**src/hw/rtl/rcpr_pkg.sv**
```systemverilog
package rcpr_pkg;

    // Packet format
    localparam logic [7:0]  PKT_MAGIC     = 8'hA5;
    localparam logic [7:0]  PKT_CHECK_XOR = 8'h5A;
    localparam logic [7:0]  FLAGS_ALLOWED = 8'h03;
    localparam logic [15:0] AGE_MAX       = 16'hFFFF;
    localparam logic [15:0] TIMEOUT_RESET = 16'd500;

    // Request kinds (tuser on the slave side)
    localparam logic KIND_PACKET = 1'b0;
    localparam logic KIND_TICK   = 1'b1;

    typedef logic [2:0] t_status;

    // Receive status codes
    localparam t_status ST_TICK      = 3'd0;
    localparam t_status ST_VALID     = 3'd1;
    localparam t_status ST_BAD_MAGIC = 3'd2;
    localparam t_status ST_BAD_FLAGS = 3'd3;
    localparam t_status ST_BAD_CHECK = 3'd4;

    typedef struct packed {
        logic [7:0] check;
        logic [7:0] seq;
        logic [7:0] flags;
        logic [7:0] magic;
    } t_pkt;

    typedef struct packed {
        logic [31:0] change_total;
        logic [31:0] timeout_total;
        logic [31:0] invalid_total;
        logic [31:0] valid_total;
        logic [15:0] age;
        logic [7:0]  seq;
        logic        link;
        logic [1:0]  flags;
        t_status     status;
    } t_result;

endpackage

```
**src/hw/rtl/remote_command_packet_receiver.sv**
```systemverilog
// Channel   Dir  tdata                                  tuser
// s_axis    in   magic, flags, seq, check (32 bits)     kind (0 packet, 1 tick)
// m_axis    out  flags/link/seq/age/four totals (160)   rx_status (3 bits)
// cfg       in   link timeout in ticks (16 bits)        -
//
// One request per cycle sustained while m_axis_tready is high; a request's result
// reaches m_axis after acceptance through the input register, then the result
// register. The state update for a request is compare and counter logic ahead
// of the result register.
// Synchronous active-low reset; timeout register resets to 500 ticks.
// A stalled master side holds the result; the input register still takes one
// more request, then s_axis_tready drops until the result is taken.
module remote_command_packet_receiver (
    input  logic         i_clk,
    input  logic         i_rst_n,
    input  logic         s_axis_tvalid,
    output logic         s_axis_tready,
    // [7:0] magic_byte, [15:8] flags_byte, [23:16] sequence_byte, [31:24] check_byte
    input  logic [31:0]  s_axis_tdata,
    // [0] kind
    input  logic         s_axis_tuser,
    output logic         m_axis_tvalid,
    input  logic         m_axis_tready,
    // [0] command_on, [1] switch2_on, [3:2] current_flags, [4] link_up,
    // [12:5] last_seq, [28:13] packet_age, [60:29] valid_total,
    // [92:61] invalid_total, [124:93] timeout_total, [156:125] change_total,
    // [159:157] zero
    output logic [159:0] m_axis_tdata,
    // [2:0] rx_status
    output logic [2:0]   m_axis_tuser,
    input  logic         i_cfg_wr_en,
    input  logic [15:0]  i_cfg_wr_data
);
    import rcpr_pkg::*;

    logic        r_in_valid;
    logic        r_in_kind;
    t_pkt        r_in_pkt;
    logic        r_out_valid;
    t_result     r_out;
    logic [15:0] r_timeout;
    logic        adv;
    t_status     status;
    t_result     res;

    // Advance when a request is held and the result register is free or being taken
    assign adv           = r_in_valid && (!r_out_valid || m_axis_tready);
    assign s_axis_tready = !r_in_valid || adv;

    // Timeout register
    always_ff @(posedge i_clk) begin
        if (!i_rst_n) begin
            r_timeout <= TIMEOUT_RESET;
        end else if (i_cfg_wr_en) begin
            r_timeout <= i_cfg_wr_data;
        end
    end

    // Input register
    always_ff @(posedge i_clk) begin
        if (!i_rst_n) begin
            r_in_valid <= 1'b0;
        end else if (s_axis_tready) begin
            r_in_valid <= s_axis_tvalid;
        end
    end

    always_ff @(posedge i_clk) begin
        if (s_axis_tready && s_axis_tvalid) begin
            r_in_kind <= s_axis_tuser;
            r_in_pkt  <= s_axis_tdata;
        end
    end

    rcpr_classify u_classify (
        .i_kind   (r_in_kind),
        .i_pkt    (r_in_pkt),
        .o_status (status)
    );

    rcpr_core u_core (
        .i_clk     (i_clk),
        .i_rst_n   (i_rst_n),
        .i_en      (adv),
        .i_kind    (r_in_kind),
        .i_pkt     (r_in_pkt),
        .i_status  (status),
        .i_timeout (r_timeout),
        .o_res     (res)
    );

    // Result register
    always_ff @(posedge i_clk) begin
        if (!i_rst_n) begin
            r_out_valid <= 1'b0;
        end else if (adv) begin
            r_out_valid <= 1'b1;
        end else if (m_axis_tready) begin
            r_out_valid <= 1'b0;
        end
    end

    always_ff @(posedge i_clk) begin
        if (adv) begin
            r_out <= res;
        end
    end

    // Output packing
    assign m_axis_tvalid = r_out_valid;
    assign m_axis_tuser  = r_out.status;
    assign m_axis_tdata  = {3'd0, r_out.change_total, r_out.timeout_total,
                            r_out.invalid_total, r_out.valid_total, r_out.age,
                            r_out.seq, r_out.link, r_out.flags,
                            r_out.flags[1], r_out.flags[0]};

endmodule

```
**src/hw/rtl/rcpr_classify.sv**
```systemverilog
module rcpr_classify (
    input  logic             i_kind,
    input  rcpr_pkg::t_pkt   i_pkt,
    output rcpr_pkg::t_status o_status
);
    import rcpr_pkg::*;

    logic [7:0] expect_chk;

    assign expect_chk = PKT_MAGIC ^ i_pkt.flags ^ i_pkt.seq ^ PKT_CHECK_XOR;

    // Ticks come first; else the first failing check wins: magic, then flags, then check byte
    always_comb begin
        priority if (i_kind == KIND_TICK) begin
            o_status = ST_TICK;
        end else if (i_pkt.magic != PKT_MAGIC) begin
            o_status = ST_BAD_MAGIC;
        end else if ((i_pkt.flags & ~FLAGS_ALLOWED) != 8'd0) begin
            o_status = ST_BAD_FLAGS;
        end else if (i_pkt.check != expect_chk) begin
            o_status = ST_BAD_CHECK;
        end else begin
            o_status = ST_VALID;
        end
    end

endmodule

```
**src/hw/rtl/rcpr_core.sv**
```systemverilog
module rcpr_core (
    input  logic              i_clk,
    input  logic              i_rst_n,
    input  logic              i_en,
    input  logic              i_kind,
    input  rcpr_pkg::t_pkt    i_pkt,
    input  rcpr_pkg::t_status i_status,
    input  logic [15:0]       i_timeout,
    output rcpr_pkg::t_result o_res
);
    import rcpr_pkg::*;

    logic        r_link,    n_link;
    logic [1:0]  r_flags,   n_flags;
    logic [7:0]  r_seq,     n_seq;
    logic [15:0] r_age,     n_age;
    logic [31:0] r_valid,   n_valid;
    logic [31:0] r_invalid, n_invalid;
    logic [31:0] r_timeout, n_timeout;
    logic [31:0] r_change,  n_change;

    // Next state for one request
    always_comb begin
        n_link    = r_link;
        n_flags   = r_flags;
        n_seq     = r_seq;
        n_age     = r_age;
        n_valid   = r_valid;
        n_invalid = r_invalid;
        n_timeout = r_timeout;
        n_change  = r_change;

        if (i_kind == KIND_TICK) begin
            if (r_age != AGE_MAX) begin
                n_age = r_age + 16'd1;
            end
        end else if (i_status == ST_VALID) begin
            if (i_pkt.flags[1:0] != r_flags) begin
                n_change = r_change + 32'd1;
            end
            n_flags = i_pkt.flags[1:0];
            n_seq   = i_pkt.seq;
            n_link  = 1'b1;
            n_age   = 16'd0;
            n_valid = r_valid + 32'd1;
        end else begin
            n_invalid = r_invalid + 32'd1;
        end

        // Link timeout, checked after every request
        if (n_link && (n_age >= i_timeout)) begin
            n_link    = 1'b0;
            n_flags   = 2'd0;
            n_timeout = r_timeout + 32'd1;
        end
    end

    // State registers
    always_ff @(posedge i_clk) begin
        if (!i_rst_n) begin
            r_link    <= 1'b0;
            r_flags   <= 2'd0;
            r_seq     <= 8'd0;
            r_age     <= AGE_MAX;
            r_valid   <= 32'd0;
            r_invalid <= 32'd0;
            r_timeout <= 32'd0;
            r_change  <= 32'd0;
        end else if (i_en) begin
            r_link    <= n_link;
            r_flags   <= n_flags;
            r_seq     <= n_seq;
            r_age     <= n_age;
            r_valid   <= n_valid;
            r_invalid <= n_invalid;
            r_timeout <= n_timeout;
            r_change  <= n_change;
        end
    end

    // Result is the state after this request
    always_comb begin
        o_res.status        = i_status;
        o_res.flags         = n_flags;
        o_res.link          = n_link;
        o_res.seq           = n_seq;
        o_res.age           = n_age;
        o_res.valid_total   = n_valid;
        o_res.invalid_total = n_invalid;
        o_res.timeout_total = n_timeout;
        o_res.change_total  = n_change;
    end

`ifndef SYNTHESIS
    a_flags_need_link: assert property (@(posedge i_clk) disable iff (!i_rst_n)
        !r_link |-> (r_flags == 2'd0))
        else $error("flags held while link is down");

    a_valid_count: assert property (@(posedge i_clk) disable iff (!i_rst_n)
        (i_en && i_kind == KIND_PACKET && i_status == ST_VALID)
        |=> (r_valid == $past(r_valid) + 32'd1) && (r_age == 16'd0))
        else $error("valid packet did not count or clear age");

    a_tick_no_count: assert property (@(posedge i_clk) disable iff (!i_rst_n)
        (i_en && i_kind == KIND_TICK)
        |=> $stable(r_valid) && $stable(r_invalid) && $stable(r_seq))
        else $error("tick changed packet state");

    a_timeout_drops: assert property (@(posedge i_clk) disable iff (!i_rst_n)
        (i_en && r_timeout != n_timeout) |=> !r_link)
        else $error("timeout counted but link still up");
`endif

endmodule
```
**config.mk**
```make
export PLATFORM = sky130hd
export DESIGN_NAME = remote_command_packet_receiver
export DESIGN_NICKNAME = d
export VERILOG_FILES = /design/src/hw/rtl/rcpr_pkg.sv /design/src/hw/rtl/remote_command_packet_receiver.sv /design/src/hw/rtl/rcpr_classify.sv /design/src/hw/rtl/rcpr_core.sv
export SDC_FILE = /design/constraint.sdc
export NUM_CORES = 1
export LEC_CHECK = 0
export BUFFER_PORTS_ARGS = -buffer_cell sky130_fd_sc_hd__buf_2
export CORE_MARGIN = 4
export CORE_UTILIZATION = 53
export DETAILED_ROUTE_END_ITERATION = 7
export PLACE_DENSITY = 0.77
export REMOVE_ABC_BUFFERS = 1
export SYNTH_ARGS = -nofsm -noshare
export SYNTH_HDL_FRONTEND = slang
export SYNTH_SLANG_ARGS = --single-unit
```
**constraint.sdc**
```tcl
create_clock -name i_clk -period 8.6 [get_ports i_clk]
set_input_delay 1.72 -clock i_clk [delete_from_list [all_inputs] [get_ports i_clk]]
set_output_delay 1.72 -clock i_clk [all_outputs]
set_load 0.01 [all_outputs]
```
==> results.cfg <==
[die]
fp.dieH_um = 186
io_pins = 219
initial_core_util = 0.535
row_count = 65
dieArea_um2 = 34700
core_um2 = 31500
die_w_um = 186

[place]
placed_cell_area_um2 = 18200
gp_congestion = 0.825
dp_hpwl_um = 25300
portBuffers = 215
dp_cells = 2168

[setup_path]
critical_path.top_delay_family = compound AO/OA/AOI/OAI gates
r2r_cells = 15
critical_path.max_stage_delay_ns = 0.62
cp_max_fo = 74
timing.rr.start = r_in_pkt[15]$_DFFE_PP_
r2r_slack_ns = 3.32
r2r_end = m_axis_tdata[110]$_DFFE_PP_
crit_path_start_kind = register
arrival_ns = 5.52
cp_num_buf_inv = 2
cp_data_required_time_ns = 8.84
slowest_stage = buf_4
worstSetupPathType = reg2reg
path_cells = xnor3_1 -> nor4_2 -> and4b_1 -> buf_4 -> a31oi_1 -> nand2_1 -> o21ai_0 -> ha_1 -> a21oi_1 -> o21ai_0 -> a2111oi_0 -> o31a_2 -> buf_4 -> nor4_1 -> xor2_1
cp-end-kind = register

[timing]
tightest_slew_ns = 1.03
slew_headroom = 0.309
fin_crit_ns = 5.28
skew_ns = 0.0107
rsz0062_at_grt = no
fmax_mhz = 189
finalCritPeriodShare = 0.614
report.final.slew_viol_count = 0
hold_violations = 0
setup_viol = 0

[route]
num_vias = 13000
drtIter0Drc = 976
first_pass_iters = 5
wl_met1_um = 17200
via_per_inst = 5.82
final_antenna_net_count = 0
finalWirelength_um = 39400
wl_per_cell_um = 17.6
drc = 0
wl_met2_um = 18200
wl_met3_um = 2870
top_layer_used = met5

[logic_synthesis]
synthCells = 1637
syn_area_um2 = 16900
synthTopCellsByCount = 191 x edfxtp_1, 183 x nand2_1, 173 x dfxtp_1
synth_compound_area_frac = 0.0818
synth-simple-area-share = 0.209
syn_avg_cell_area_um2 = 10.3
yosysWarnings = 0
synthAdderAreaFrac = 0.0156
synth_most_common_cell = edfxtp_1
synth_edf_count = 191
synth-seq-cells = 364
async_reset_ff_frac = 0
synthMuxAreaShare = 0.0120
synth_top_family_by_area = simple AND/OR/NAND/NOR gates
synth-xor-area-share = 0.103
synth_area_leaders = edfxtp_1 34%, dfxtp_1 21%, xor2_1 5.0%
synth_top_area_cell = edfxtp_1
ys_types = 64
synth_flop_cell = edfxtp_1
post-synth-top-area-fraction = 0.340
yosysSeqAreaShare = 0.546

[clocking]
cts_tree = built
cts_resized = 0
cts_sinks = 364
cts_buffer_depth = 3
clk_latency_ns = 0.52
root_buffer = clkbuf_16
holdBufCountCts = 0
post_cts_buffers = 0
cts_max_level = 2
cts_inserted_buffers = 39
clk_pin_slew_worst_paths_ns = 0.06

[layout]
fin_cells = 2239
fillers = 2515
syn2layout_area_growth_pct = 15.7
multi_input_area_um2 = 7140
design_area_um2 = 19500
final_nets = 1882
area.sequential_um2 = 9200
diodes = 0
final_layout_size_suffix_gt1_frac = 0.165

[power]
ir_drop_mv = 0.188
p_leak_nw = 7.31
power_density_nw_per_um2 = 205

[min_path]
min_from = u_core.r_seq[1]$_SDFFE_PN0P_
hold_path_class = reg2reg
hold_depth = 2
hold_end = u_core.r_seq[1]$_SDFFE_PN0P_

[status]
status = finished clean

[global_routing]
antenna_found_initial = 2
grt_pass1_wl_um = 64400
grt_usage = 0.220
first_global_vias = 12700
grt_max_degree = 130
grt-ovfl-total = 0

[flow_run]
drv_cap = 0
state kept, by name (all words and copies together) (netlist names):
register / count
u_core.r_link: 1
u_core.r_flags: 2
r_timeout: 16
u_core.r_change: 32
m_axis_tuser: 3
m_axis_tvalid: 1
u_core.r_age: 16
u_core.r_valid: 32
r_in_kind: 1
r_in_pkt: 32
u_core.r_seq: 8
u_core.r_timeout: 32
r_in_valid: 1
u_core.r_invalid: 32
m_axis_tdata: 155
kinds of logic after synthesis:
| kind of cell | after synthesis |
|---|---|
| xor+xnor | 186 |
| other cells | 1 |
| simple gates | 687 |
| buf+inv | 137 |
| mux | 20 |
| flops | 364 |
| fa+ha+maj | 21 |
| compound gates | 221 |
how the worst max path moves through the flow:
stage                      startpoint  slack (ns)                                end  depth (start not counted)
5_1_grt        r_in_pkt[15]$_DFFE_PP_        2.93        m_axis_tdata[122]$_DFFE_PP_                         15
4_1_cts        r_in_pkt[15]$_DFFE_PP_        3.40        m_axis_tdata[110]$_DFFE_PP_                         15
3_5_place_dp   r_in_pkt[15]$_DFFE_PP_        3.44        m_axis_tdata[110]$_DFFE_PP_                         15
6_report       r_in_pkt[15]$_DFFE_PP_        3.32        m_axis_tdata[110]$_DFFE_PP_                         15
2_1_floorplan           m_axis_tready       -1.73  u_core.r_timeout[17]$_SDFFE_PN0P_                          6
3_3_place_gp            m_axis_tready        3.70    u_core.r_valid[30]$_SDFFE_PN0P_                          9
layout by cell type (no fill, tap or decap), drive strengths merged, types with 3 or more instances in the layout:
master / instances
buf: 228
edfxtp: 191
nand2: 183
dfxtp: 173
nor2: 138
xor2: 97
xnor2: 81
a21oi: 80
nand3: 68
nor3: 63
clkbuf: 56
o21ai: 44
nand4: 43
o31ai: 41
or4: 41
nor4: 38
inv: 36
and3: 24
ha: 21
or3: 20
mux2i: 19
and4: 18
nand2b: 16
o311ai: 14
and2: 14
clkinv: 10
xnor3: 8
o41ai: 7
o211ai: 7
a21o: 5
a31oi: 5
bufinv: 5
o21a: 4
or2: 4
nor2b: 3
nor3b: 3
conb: 3
or4b: 3
area by class of cell:
| type | count | share of cell area |
|---|---|---|
| sequential | 364 | 0.472 |
| multi-input combinational | 1138 | 0.366 |
| timing repair buffer | 228 | 0.0602 |
| clock buffer | 56 | 0.0586 |
| tap | 402 | 0.0258 |
| clock inverter | 15 | 0.00982 |
| inverter | 36 | 0.00745 |
worst min-delay path, delay by kind of cell (launching register included):
family | cells | cell delay (ns)
flip-flops | 1 | 0.31
AND/OR/NAND/NOR | 1 | 0.05
AO/OA/AOI/OAI | 1 | 0.05
where the power goes:
group | internal, mW | total [mW] | switching, mW | leakage, nW
clock network | 1.07 | 1.74 | 0.672 | 0.652
registers | 1.89 | 1.92 | 0.0316 | 3.12
logic | 0.112 | 0.337 | 0.225 | 3.53
total | 3.08 | 4.00 | 0.928 | 7.31
per-stage QoR:
step                 util  power (mW)  TNS (ns)  setup slack [ns]  hold slack (ns)
floorplan               -        2.16    -48.77             -1.73            0.432
detailed placement  0.577        2.29         0              3.44            0.445
global placement    0.577        2.28         0              3.70            0.439
finish              0.619        4.00         0              3.32            0.452
global route        0.619        4.16         0              2.93            0.474
CTS                 0.619        4.04         0              3.40            0.453
per-layer routing:
metal  track usage  up-vias
met2         0.360      448
li1              -     6270
met3        0.0522       82
met4        0.0697        4
met1         0.292     6237
met5             0        -
Note: power is estimated with default switching activity, not from simulation.
